## config.mk

```make
export PLATFORM = sky130hd
export DESIGN_NAME = heater_mister_hysteresis_controller
export DESIGN_NICKNAME = d
export VERILOG_FILES = /design/src/hdl/hmh_pkg.sv /design/src/hdl/hmh_csr.sv /design/src/hdl/hmh_update.sv /design/src/hdl/heater_mister_hysteresis_controller.sv
export VERILOG_INCLUDE_DIRS = /design/src /design/src/hdl
export SDC_FILE = /design/constraint.sdc
export NUM_CORES = 1
export LEC_CHECK = 0
export ABC_AREA = 1
export ABC_CLOCK_PERIOD_IN_PS = 6060
export BUFFER_PORTS_ARGS = -buffer_cell sky130_fd_sc_hd__buf_2
export CORE_MARGIN = 5
export CORE_UTILIZATION = 36
export CTS_CLUSTER_DIAMETER = 60
export DETAILED_ROUTE_END_ITERATION = 7
export GPL_ROUTABILITY_DRIVEN = 0
export PLACE_DENSITY = 0.49
export SLEW_MARGIN = 20
export SYNTH_ARGS = -nofsm -noshare
export SYNTH_HDL_FRONTEND = slang
export SYNTH_SLANG_ARGS = --single-unit
```

## constraint.sdc

```tcl
create_clock -name clock -period 6.06 [get_ports clock]
set_clock_uncertainty 0.2 [all_clocks]
set_input_delay 0.909 -clock clock [delete_from_list [all_inputs] [get_ports clock]]
set_output_delay 0.909 -clock clock [all_outputs]
set_load 0.005 [all_outputs]
```

## src/hdl/heater_mister_hysteresis_controller_macros.svh

```systemverilog
// Assertion macros for the heater and mister controller RTL.
`ifndef HEATER_MISTER_HYSTERESIS_CONTROLLER_MACROS_SVH
`define HEATER_MISTER_HYSTERESIS_CONTROLLER_MACROS_SVH

`ifndef SYNTHESIS

// Property holds at every edge outside reset.
`define HMH_ASSERT_ALWAYS(label, clk, rst, expr) \
   label: assert property (@(posedge clk) disable iff (rst) (expr)) \
      else $error("hmh assertion failed");

// Consequent must hold in the cycle after the antecedent.
`define HMH_ASSERT_NEXT(label, clk, rst, ante, cons) \
   label: assert property (@(posedge clk) disable iff (rst) (ante) |=> (cons)) \
      else $error("hmh assertion failed");

`else

`define HMH_ASSERT_ALWAYS(label, clk, rst, expr)
`define HMH_ASSERT_NEXT(label, clk, rst, ante, cons)

`endif

`endif

```

## src/hdl/hmh_pkg.sv

```systemverilog
// Types and constants for the heater and mister hysteresis controller.
package hmh_pkg;

   localparam int CSR_INDEX_BITS = 3;
   localparam int CSR_DATA_BITS  = 32;

   // Register indexes
   localparam logic [CSR_INDEX_BITS-1:0] CSR_TARGET_TEMPERATURE     = 3'd0;
   localparam logic [CSR_INDEX_BITS-1:0] CSR_TARGET_HUMIDITY        = 3'd1;
   localparam logic [CSR_INDEX_BITS-1:0] CSR_TEMPERATURE_HYSTERESIS = 3'd2;
   localparam logic [CSR_INDEX_BITS-1:0] CSR_HUMIDITY_HYSTERESIS    = 3'd3;
   localparam logic [CSR_INDEX_BITS-1:0] CSR_MISTER_ON_LIMIT        = 3'd4;
   localparam logic [CSR_INDEX_BITS-1:0] CSR_MISTER_REST_MIN        = 3'd5;

   // Register reset values
   localparam logic signed [11:0] RST_TARGET_TEMPERATURE     = 12'sd250;
   localparam logic [9:0]         RST_TARGET_HUMIDITY        = 10'd600;
   localparam logic [6:0]         RST_TEMPERATURE_HYSTERESIS = 7'd5;
   localparam logic [7:0]         RST_HUMIDITY_HYSTERESIS    = 8'd30;
   localparam logic [31:0]        RST_MISTER_ON_LIMIT        = 32'd20000;
   localparam logic [31:0]        RST_MISTER_REST_MIN        = 32'd10000;

   typedef struct packed {
      logic               sensor_valid;
      logic signed [11:0] temperature;
      logic [9:0]         humidity;
      logic [31:0]        now_ms;
   } req_type;

   typedef struct packed {
      logic heater_on;
      logic mister_on;
      logic mister_timed_out;
   } rsp_type;

   typedef struct packed {
      logic signed [11:0] target_temperature;
      logic [9:0]         target_humidity;
      logic [6:0]         temperature_hysteresis;
      logic [7:0]         humidity_hysteresis;
      logic [31:0]        mister_on_limit;
      logic [31:0]        mister_rest_min;
   } cfg_type;

endpackage

```

## src/hdl/hmh_csr.sv

```systemverilog
// Configuration register file for the heater and mister controller.
module hmh_csr (
   input  logic                               clock,
   input  logic                               reset,
   input  logic                               csr_write_en,
   input  logic [hmh_pkg::CSR_INDEX_BITS-1:0] csr_index,
   input  logic [hmh_pkg::CSR_DATA_BITS-1:0]  csr_wdata,
   output hmh_pkg::cfg_type                   cfg
);

   hmh_pkg::cfg_type cfg_ff;
   hmh_pkg::cfg_type cfg_in;

   always_comb begin
      cfg_in = cfg_ff;
      if (csr_write_en) begin
         case (csr_index)
            hmh_pkg::CSR_TARGET_TEMPERATURE:
               cfg_in.target_temperature = $signed(csr_wdata[11:0]);
            hmh_pkg::CSR_TARGET_HUMIDITY:
               cfg_in.target_humidity = csr_wdata[9:0];
            hmh_pkg::CSR_TEMPERATURE_HYSTERESIS:
               cfg_in.temperature_hysteresis = csr_wdata[6:0];
            hmh_pkg::CSR_HUMIDITY_HYSTERESIS:
               cfg_in.humidity_hysteresis = csr_wdata[7:0];
            hmh_pkg::CSR_MISTER_ON_LIMIT:
               cfg_in.mister_on_limit = csr_wdata[31:0];
            hmh_pkg::CSR_MISTER_REST_MIN:
               cfg_in.mister_rest_min = csr_wdata[31:0];
            default: ;  // drop writes to unused indexes
         endcase
      end
   end

   always_ff @(posedge clock) begin
      if (reset) begin
         cfg_ff.target_temperature     <= hmh_pkg::RST_TARGET_TEMPERATURE;
         cfg_ff.target_humidity        <= hmh_pkg::RST_TARGET_HUMIDITY;
         cfg_ff.temperature_hysteresis <= hmh_pkg::RST_TEMPERATURE_HYSTERESIS;
         cfg_ff.humidity_hysteresis    <= hmh_pkg::RST_HUMIDITY_HYSTERESIS;
         cfg_ff.mister_on_limit        <= hmh_pkg::RST_MISTER_ON_LIMIT;
         cfg_ff.mister_rest_min        <= hmh_pkg::RST_MISTER_REST_MIN;
      end else begin
         cfg_ff <= cfg_in;
      end
   end

   assign cfg = cfg_ff;

endmodule

```

## src/hdl/hmh_update.sv

```systemverilog
// Controller state and the combinational update decision for one request.
`include "heater_mister_hysteresis_controller_macros.svh"

module hmh_update #(
   parameter int TIME_BITS = 32
) (
   input  logic             clock,
   input  logic             reset,
   input  hmh_pkg::cfg_type cfg,
   input  hmh_pkg::req_type item,
   input  logic             advance,
   output hmh_pkg::rsp_type result
);

   localparam int CmpBits = (TIME_BITS > 32) ? TIME_BITS : 32;

   logic                 heater_ff, heater_in;
   logic                 mister_ff, mister_in;
   logic [TIME_BITS-1:0] on_since_ff, on_since_in;
   logic                 on_since_valid_ff, on_since_valid_in;
   logic [TIME_BITS-1:0] off_since_ff, off_since_in;
   logic                 off_since_valid_ff, off_since_valid_in;
   logic                 timed_out;

   logic [TIME_BITS-1:0] now_t;
   logic [TIME_BITS-1:0] on_elapsed;
   logic [TIME_BITS-1:0] off_elapsed;
   logic signed [13:0]   temp_lo, temp_hi, temp_meas;
   logic signed [11:0]   hum_lo, hum_hi, hum_meas;
   logic                 over_max_on;
   logic                 past_min_off;

   assign now_t = TIME_BITS'(item.now_ms);

   // Thresholds in full signed range: no wrap below zero
   assign temp_meas = {{2{item.temperature[11]}}, item.temperature};
   assign temp_lo   = {{2{cfg.target_temperature[11]}}, cfg.target_temperature}
                      - $signed({7'd0, cfg.temperature_hysteresis});
   assign temp_hi   = {{2{cfg.target_temperature[11]}}, cfg.target_temperature}
                      + $signed({7'd0, cfg.temperature_hysteresis});
   assign hum_meas  = $signed({2'd0, item.humidity});
   assign hum_lo    = $signed({2'd0, cfg.target_humidity})
                      - $signed({4'd0, cfg.humidity_hysteresis});
   assign hum_hi    = $signed({2'd0, cfg.target_humidity})
                      + $signed({4'd0, cfg.humidity_hysteresis});

   // Timestamps latch at the first valid update that sees the new mister state
   assign on_since_in  = (mister_ff && !on_since_valid_ff) ? now_t : on_since_ff;
   assign off_since_in = (!mister_ff && !off_since_valid_ff) ? now_t : off_since_ff;
   assign on_elapsed   = now_t - on_since_in;
   assign off_elapsed  = now_t - off_since_in;
   assign over_max_on  = CmpBits'(on_elapsed) >= CmpBits'(cfg.mister_on_limit);
   assign past_min_off = CmpBits'(off_elapsed) >= CmpBits'(cfg.mister_rest_min);

   always_comb begin
      heater_in          = heater_ff;
      mister_in          = mister_ff;
      on_since_valid_in  = on_since_valid_ff;
      off_since_valid_in = off_since_valid_ff;
      timed_out          = 1'b0;
      if (!item.sensor_valid) begin
         heater_in = 1'b0;
         mister_in = 1'b0;
      end else begin
         if (!heater_ff && temp_meas <= temp_lo) begin
            heater_in = 1'b1;
         end else if (heater_ff && temp_meas >= temp_hi) begin
            heater_in = 1'b0;
         end
         on_since_valid_in  = mister_ff;
         off_since_valid_in = !mister_ff;
         if (mister_ff && over_max_on) begin
            mister_in = 1'b0;
            timed_out = 1'b1;
         end else if (!mister_ff) begin
            mister_in = past_min_off && (hum_meas <= hum_lo);
         end else begin
            mister_in = !(hum_meas >= hum_hi);
         end
      end
   end

   always_ff @(posedge clock) begin
      if (reset) begin
         heater_ff          <= 1'b0;
         mister_ff          <= 1'b0;
         on_since_ff        <= '0;
         on_since_valid_ff  <= 1'b0;
         off_since_ff       <= '0;
         off_since_valid_ff <= 1'b1;
      end else if (advance) begin
         heater_ff <= heater_in;
         mister_ff <= mister_in;
         if (item.sensor_valid) begin
            on_since_ff        <= on_since_in;
            on_since_valid_ff  <= on_since_valid_in;
            off_since_ff       <= off_since_in;
            off_since_valid_ff <= off_since_valid_in;
         end
      end
   end

   assign result.heater_on        = heater_in;
   assign result.mister_on        = mister_in;
   assign result.mister_timed_out = timed_out;

   `HMH_ASSERT_ALWAYS(a_one_timestamp_valid, clock, reset,
      !(on_since_valid_ff && off_since_valid_ff))
   `HMH_ASSERT_NEXT(a_invalid_forces_off, clock, reset,
      advance && !item.sensor_valid, !heater_ff && !mister_ff)
   `HMH_ASSERT_NEXT(a_timeout_cuts_mister, clock, reset,
      advance && timed_out, !mister_ff && on_since_valid_ff)
   `HMH_ASSERT_NEXT(a_stall_holds_state, clock, reset,
      !advance, $stable(heater_ff) && $stable(mister_ff) && $stable(on_since_ff))

endmodule

```

## src/hdl/heater_mister_hysteresis_controller.sv

```systemverilog
// Top level of the heater and mister hysteresis controller.
// One request is one sensor update; it yields exactly one response with the heater and
// mister drive and a mister timeout flag. A request is taken every cycle when the response
// side keeps up: requests land in an input register, the decision is a single pass of
// compares and TIME_BITS-wide subtractions against the controller state, and the response
// sits in an output register, so a request passes the input register and then the output
// register before its response shows on rsp_valid. The input register drains into
// the output register whenever the output is empty or being taken; a full input register
// that cannot drain is what drops req_ready. Configuration writes take effect at the
// write edge and belong between updates while the block is idle.
module heater_mister_hysteresis_controller #(
   parameter int TIME_BITS = 32
) (
   input  logic                               clock,
   input  logic                               reset,
   input  logic                               req_valid,
   output logic                               req_ready,
   input  hmh_pkg::req_type                   req_data,
   output logic                               rsp_valid,
   input  logic                               rsp_ready,
   output hmh_pkg::rsp_type                   rsp_data,
   input  logic                               csr_write_en,
   input  logic [hmh_pkg::CSR_INDEX_BITS-1:0] csr_index,
   input  logic [hmh_pkg::CSR_DATA_BITS-1:0]  csr_wdata
);

   hmh_pkg::cfg_type cfg;
   hmh_pkg::rsp_type result;

   logic             s1_valid_ff, s1_valid_in;
   hmh_pkg::req_type s1_data_ff;
   logic             rsp_valid_ff, rsp_valid_in;
   hmh_pkg::rsp_type rsp_data_ff;
   logic             advance;

   hmh_csr u_csr (
      .clock        (clock),
      .reset        (reset),
      .csr_write_en (csr_write_en),
      .csr_index    (csr_index),
      .csr_wdata    (csr_wdata),
      .cfg          (cfg)
   );

   hmh_update #(
      .TIME_BITS (TIME_BITS)
   ) u_update (
      .clock   (clock),
      .reset   (reset),
      .cfg     (cfg),
      .item    (s1_data_ff),
      .advance (advance),
      .result  (result)
   );

   assign advance   = s1_valid_ff && (!rsp_valid_ff || rsp_ready);
   assign req_ready = !s1_valid_ff || advance;

   always_comb begin
      s1_valid_in = s1_valid_ff;
      if (req_valid && req_ready) begin
         s1_valid_in = 1'b1;
      end else if (advance) begin
         s1_valid_in = 1'b0;
      end
      rsp_valid_in = rsp_valid_ff;
      if (advance) begin
         rsp_valid_in = 1'b1;
      end else if (rsp_ready) begin
         rsp_valid_in = 1'b0;
      end
   end

   always_ff @(posedge clock) begin
      if (reset) begin
         s1_valid_ff  <= 1'b0;
         rsp_valid_ff <= 1'b0;
      end else begin
         s1_valid_ff  <= s1_valid_in;
         rsp_valid_ff <= rsp_valid_in;
      end
   end

   // Payload registers: load on accept, hold otherwise
   always_ff @(posedge clock) begin
      if (req_valid && req_ready) begin
         s1_data_ff <= req_data;
      end
      if (advance) begin
         rsp_data_ff <= result;
      end
   end

   assign rsp_valid = rsp_valid_ff;
   assign rsp_data  = rsp_data_ff;

endmodule
```

### Word-level counts from Yosys, hierarchy flattened

Cells that the tools add are included.

| cells by class | value |
|---|---|
| order comparisons | 6 |
| reductions and logical operators | 27 |
| $add $sub $neg | 6 |
| eq/ne operators | 5 |
| mux-type cells | 13 |

Operators by type and width:

| cell | number |
|---|---|
| $ge 32x32->1 | 2 |
| $mux 32 | 2 |
| $sub 32x32->32 | 2 |
| $reduce_and 2->1 | 7 |
| $add 12x8->13 | 1 |
| $ge 12x13->1 | 1 |
| $le 12x13->1 | 1 |
| $sub 12x8->13 | 1 |
| $ge 11x12->1 | 1 |
| $le 11x12->1 | 1 |
| $add 10x8->11 | 1 |
| $mux 1 | 11 |
| $sub 10x8->11 | 1 |
| $logic_and 1x1->1 | 8 |
| $logic_not 1->1 | 7 |
| $eq 3x2->1 const B | 2 |
| $eq 3x3->1 const B | 2 |
| $reduce_bool 2->1 | 2 |
| $eq 3x1->1 const B | 1 |
| $logic_not 3->1 | 1 |
| $logic_or 1x1->1 | 2 |

| word-level totals | value |
|---|---|
| logic and storage cells | 78 |
| flip-flop bits (word level) | 229 |

### Longest topological paths before layout

| logic depth | value |
|---|---|
| depth after elaboration | 9 |
| mapped depth | 29 |

### By module

From an unflattened synthesis, not the netlist that was laid out.

| second synthesis, totals | value |
|---|---|
| cells, all modules | 2376 |
| area, all modules | 17072.6 µm² |

By module, submodules not included:

| module | seq. area each (µm²) | cells each | area an instance (µm²) | instances |
|---|---|---|---|---|
| hmh_update | 1361.3 | 1735 | 11187.0 | 1 |
| hmh_csr | 2021.9 | 571 | 4052.6 | 1 |
| heater_mister_hysteresis_controller | 1781.7 | 70 | 1833.0 | 1 |

### Least setup slack after synthesis

OpenSTA, ideal clock, no wires.

| timing path | value |
|---|---|
| kind | register to register |
| start point | reg u_update.mister_ff |
| end point | reg rsp_data_ff, in the netlist rsp_data[1] (data pin) |
| data arrival time | 3.645 ns |
| path slack | 1.963 ns |
| library setup time | 0.252 ns |
| data required time | 5.608 ns |
| stages on the path, launching flop included | 24 |
| period minus slack after synthesis | 4.097 ns |
| path buffers | 1 |
| path through | dfxtp_1 > inv_2 > nor2_2 > clkbuf_1 > nand2_1 > o21ai_0 > ha_1 > inv_1 > fa_1 > a21oi_1 > o21ai_1 > a21boi_0 > o21ai_1 > xor2_1 > ha_1 > nand2_1 > nor2_1 > nand4_1 > nor2_1 > nand4_1 > nand3_1 > a21oi_1 > nand3_1 > inv_1 |

| between the ends | value |
|---|---|
| elaborated cells on any way between the ends | 14 |
| those cells by class | add/sub: 2; order compare: 2; mux: 5; reduce/logical: 5 |

RTL lines:

| what | line | RTL |
|---|---|---|
| from (decl) | hmh_update.sv:18 | `logic mister_ff, mister_in;` |
| from (signal assigned) | hmh_update.sv:93 | `mister_ff <= mister_in;` |
| $logic_and 1x1->1 | hmh_update.sv:48 | `assign on_since_in = (mister_ff && !on_since_valid_ff) ? now_t : on_since_ff;` |
| $mux 32 | hmh_update.sv:48 |  |
| net u_update.on_since_in[0] | hmh_update.sv:19 | `logic [TIME_BITS-1:0] on_since_ff, on_since_in;` |
| $sub 32x32->32 | hmh_update.sv:50 | `assign on_elapsed = now_t - on_since_in;` |
| $ge 32x32->1 | hmh_update.sv:52 | `assign over_max_on = CmpBits'(on_elapsed) >= CmpBits'(cfg.mister_on_limit);` |
| $logic_and 1x1->1 | hmh_update.sv:72 | `if (mister_ff && over_max_on) begin` |
| $mux 1 | hmh_update.sv:72 |  |
| $mux 1 | hmh_update.sv:61 | `if (!item.sensor_valid) begin` |
| net u_update.mister_in | hmh_update.sv:18 |  |
| to (signal assigned) | heater_mister_hysteresis_controller.sv:90 | `rsp_data_ff <= result;` |
| to (decl) | heater_mister_hysteresis_controller.sv:33 | `hmh_pkg::rsp_type rsp_data_ff;` |

The timed path passes the listed nets, and every way through them passes these cells.
A chain may end at the register's enable or synchronous reset.

### Worst setup path after layout

| timing path | value |
|---|---|
| start point | reg u_update.mister_ff |
| end point | reg u_update.mister_ff |

| between the ends | value |
|---|---|
| cells in the longest elaborated chain, start to end | 9 |
| elaborated cells on any way between the ends | 14 |
| those cells by class | add/sub: 2; order compare: 2; mux: 5; reduce/logical: 5 |

Ends and longest elaborated chain:

| what | line | RTL |
|---|---|---|
| $logic_not 1->1 | hmh_update.sv:49 | `assign off_since_in = (!mister_ff && !off_since_valid_ff) ? now_t : off_since_ff;` |
| $logic_and 1x1->1 | hmh_update.sv:49 |  |
| $mux 32 | hmh_update.sv:49 |  |
| $sub 32x32->32 | hmh_update.sv:51 | `assign off_elapsed = now_t - off_since_in;` |
| $ge 32x32->1 | hmh_update.sv:53 | `assign past_min_off = CmpBits'(off_elapsed) >= CmpBits'(cfg.mister_rest_min);` |
| $logic_and 1x1->1 | hmh_update.sv:76 | `mister_in = past_min_off && (hum_meas <= hum_lo);` |
| $mux 1 | hmh_update.sv:75 | `end else if (!mister_ff) begin` |
| $mux 1 * | hmh_update.sv:72 |  |
| $mux 1 * | hmh_update.sv:61 |  |

Every way passes the cells marked *; elsewhere a longest branch is shown, timed or not.

==> results.py <==
metrics = {
    "run_status": {
        "outcome": "finished clean",
    },
    "global_route": {
        "grt_busiest_layer": "met2",
        "grt_start_max_net_pins": 83,
        "met1_usage_pct": 26.9,
        "antenna_found_initial": 0,
        "grt_pass1_vias": 14128,
        "grt_use_met2_pct": 30.6,
        "track_usage_pct": 18.9,
        "grt_pass1_wl_mm": 76.6,
        "grtUsageMet3_pct": 2.32,
        "grt_overflow": 0,
    },
    "synthesis": {
        "yosysUniqueCellTypes": 50,
        "synth_common_cells": "400 x nand2_1, 303 x inv_1, 274 x a21oi_1, 247 x nor2_1, 210 x o21ai_0",
        "synthXorXnorAreaFrac_pct": 4.50,
        "synthSimpleGateAreaFrac_pct": 20.0,
        "synth_top_family_by_area": "simple AND/OR/NAND/NOR gates",
        "synth_area_leader_cell": "dfxtp_1",
        "post-synth-top-area-fraction_pct": 20.9,
        "async_flop_share_pct": 0,
        "syn_inst": 2266,
        "synth-seq-area-share_pct": 31.6,
        "syn_nets": 2563,
        "synthTopCellsByArea": "dfxtp_1 21%, ha_1 15%, edfxtp_1 11%, nand2_1 9.2%, a21oi_1 8.4%",
        "synth_compound_area_share_pct": 19.5,
        "ys_seq_elements": 229,
        "synthMuxAreaShare_pct": 0,
        "yosysMostFrequentCell": "nand2_1",
        "synth_area_sq_um": 16400,
        "synth_ff_type": "dfxtp_1",
        "ys.warnings.count": 0,
        "synth_edf_count": 58,
        "synth_fa_ha_area_share_pct": 15.7,
        "syn_area_per_cell_sq_um": 7.22,
    },
    "clock_tree": {
        "root_buffer": "clkbuf_16",
        "cts_tree": "built",
        "post_cts_resized": 0,
        "cts_hold_buffers": 0,
        "postCtsSetupBuffers": 0,
        "path_clk_slew_ns": 0.06,
        "h-tree-depth": 1,
        "cts_max_path_buffers": 3,
        "cts_buffers": 31,
        "cts_sinks": 229,
        "clk_latency_ns": 0.58,
    },
    "floorplan": {
        "initial_core_util_pct": 36.2,
        "die_area_sq_um": 49800,
        "ios": 100,
        "core_area_sq_um": 45200,
        "core.rowCount": 78,
        "die_width_microns": 223,
        "die_y_microns": 223,
    },
    "cells_and_area": {
        "final_cell_area_sq_um": 18500,
        "nets": 2639,
        "syn2layout_area_growth_pct": 13.1,
        "multiInputGateArea_sq_um": 9770,
        "final-seq-area_sq_um": 5160,
        "fill_cells": 4713,
        "final_layout_size_suffix_gt1_share_pct": 8.66,
    },
    "critical_path": {
        "end_kind": "flop",
        "crit_fanout": 36,
        "critical_path.startpoint_type": "flop",
        "worstSetupPathType": "flop to flop",
        "crit_arrival_ns": 5.51,
        "crit_required_ns": 6.37,
    },
    "timing": {
        "max_freq_mhz": 192,
        "post-route-min-period_ns": 5.20,
        "finalMaxSlewViolations": 0,
        "slew_headroom_pct": 36.5,
        "worst_slew_pin_slew_ns": 0.942,
        "grt_setup_unrepaired": "no",
        "setup_tns_ns": 0,
        "hold_viol": 0,
        "fin_crit_sh_pct": 85.8,
        "setup_viol": 0,
    },
    "detailed_routing": {
        "drtIter0Drc": 966,
        "routed_wl_mm": 48.3,
        "num_vias": 14868,
        "detail_route.wl_per_cell_microns": 16.3,
        "vias_per_cell": 5.01,
        "firstDrtPassIters": 6,
        "drt.antenna.violating_nets": 0,
        "drc": 0,
    },
    "flow_run": {
        "drv_cap": 0,
    },
    "pwr": {
        "ir_worst_vdd_v": 0.000201,
        "leakage_nw": 8.23,
        "power_density_nw_per_um2": 267,
    },
    "placed_design": {
        "numPortBuffers": 99,
        "dpl-instance-area_sq_um": 17400,
        "hpwl_mm": 39.0,
    },
    "worst_hold_path": {
        "holdCritPathClass": "flop to flop",
    },
}
==> registers in the layout (all words and copies together) (netlist names) <==
register,flops
s1_data_ff,55
u_update.on_since_valid_ff,1
s1_valid_ff,1
u_csr.cfg,101
u_update.off_since_valid_ff,1
u_update.off_since_ff,32
rsp_data,3
u_update.on_since_ff,32
u_update.mister_ff,1
rsp_valid,1
u_update.heater_ff,1
==> power by group <==
| group | total (mW) | switching (mW) | internal [mW] |
|---|---|---|---|
| Sequential | 1.67 | 0.0422 | 1.63 |
| Combinational | 1.35 | 0.869 | 0.482 |
| Clock | 1.91 | 0.730 | 1.18 |
==> metrics by stage <==
| stage | utilization [%] | power [mW] | std cells | setup WS (ns) | hold WS (ns) |
|---|---|---|---|---|---|
| floorplan | - | 2.65 | 2266 | 1.96 | 0.225 |
| CTS | 40.9 | 4.99 | 2966 | 0.888 | 0.255 |
| global placement | 38.6 | 3.04 | 2909 | 0.932 | 0.240 |
| detailed placement | 38.6 | 3.05 | 2909 | 0.913 | 0.248 |
| global route | 40.9 | 5.26 | 2966 | 0.390 | 0.269 |
| finish | 41.0 | 4.93 | 2967 | 0.858 | 0.252 |
==> final cells by class <==
class / instances / area share, %
well taps: 600 / 4.06
flip-flops and latches: 229 / 27.9
inverters: 307 / 6.23
repair buffers: 111 / 3.16
diodes: 1 / 0.0135
multi-input cells: 1662 / 52.8
clock inverters: 16 / 1.14
clock buffers: 41 / 4.67
==> cell usage in the layout (no fill, tap or decap), types with 4 or more instances in the layout <==
cell type / netlist / routed
nand2_1: 400 / 400
inv_1: 303 / 300
a21oi_1: 274 / 274
nor2_1: 247 / 246
o21ai_0: 210 / 210
ha_1: 197 / 197
dfxtp_1: 171 / 171
buf_2: 6 / 99
xor2_1: 73 / 73
nand3_1: 67 / 67
edfxtp_1: 58 / 58
clkbuf_16: 0 / 32
nor3_1: 26 / 26
nand4_1: 21 / 21
o211ai_1: 15 / 15
o21bai_1: 12 / 12
buf_4: 0 / 12
a31oi_1: 11 / 11
xnor2_1: 11 / 11
o21a_1: 10 / 10
o21ai_1: 10 / 10
a21o_1: 8 / 8
nand2_2: 7 / 7
a21boi_0: 6 / 6
clkbuf_1: 56 / 6
nor4_1: 5 / 5
inv_2: 2 / 5
nor2_2: 6 / 5
nand3_2: 5 / 5
fa_1: 5 / 5
o21ai_2: 4 / 4
o31ai_1: 4 / 4
a21oi_2: 4 / 4
bufinv_16: 0 / 4
clkinv_2: 0 / 4
==> critical path, cell delays in order, from the launching register on <==
cell     delay, ns
dfxtp_1       0.47
inv_2         0.11
nor2_4        0.57
buf_4         0.38
o21ai_0       0.20
ha_1          0.42
nand2_1       0.15
nor2_1        0.15
inv_1         0.09
nor3_1        0.32
nand4_1       0.22
nand3_1       0.14
xor2_1        0.18
ha_1          0.27
a21oi_1       0.16
o21a_1        0.14
nand2_1       0.06
a21oi_1       0.22
nand3_1       0.23
a21oi_1       0.17
nand3_1       0.11
a21oi_1       0.13
==> worst paths after layout <==
check / startpoint / end / slack (ns) / depth (start not counted)
setup / recovery: u_update.mister_ff / u_update.mister_ff / 0.86 / 21
hold / removal: u_update.on_since_ff[31] / u_update.on_since_ff[31] / 0.25 / 2
setup reg to reg: u_update.mister_ff / u_update.mister_ff / 0.86 / 21
hold reg to reg: u_update.on_since_ff[31] / u_update.on_since_ff[31] / 0.25 / 2
==> cells by family after synthesis <==
| kind of cell | Yosys count |
|---|---|
| buffers and inverters | 375 |
| adders and majority gates | 202 |
| and+or+nand+nor | 791 |
| xor gates and xnor gates | 84 |
| DFF | 229 |
| AOI/OAI and AO/OA | 585 |
==> routing by layer <==
| layer | part of all wire, % | up-vias |
|---|---|---|
| li1 | - | 7693 |
| met1 | 48 | 6786 |
| met2 | 45 | 318 |
| met3 | 4.8 | 71 |
| met4 | 2.8 | 0 |
| met5 | 0 | - |
(Power assumes the default switching activity.)
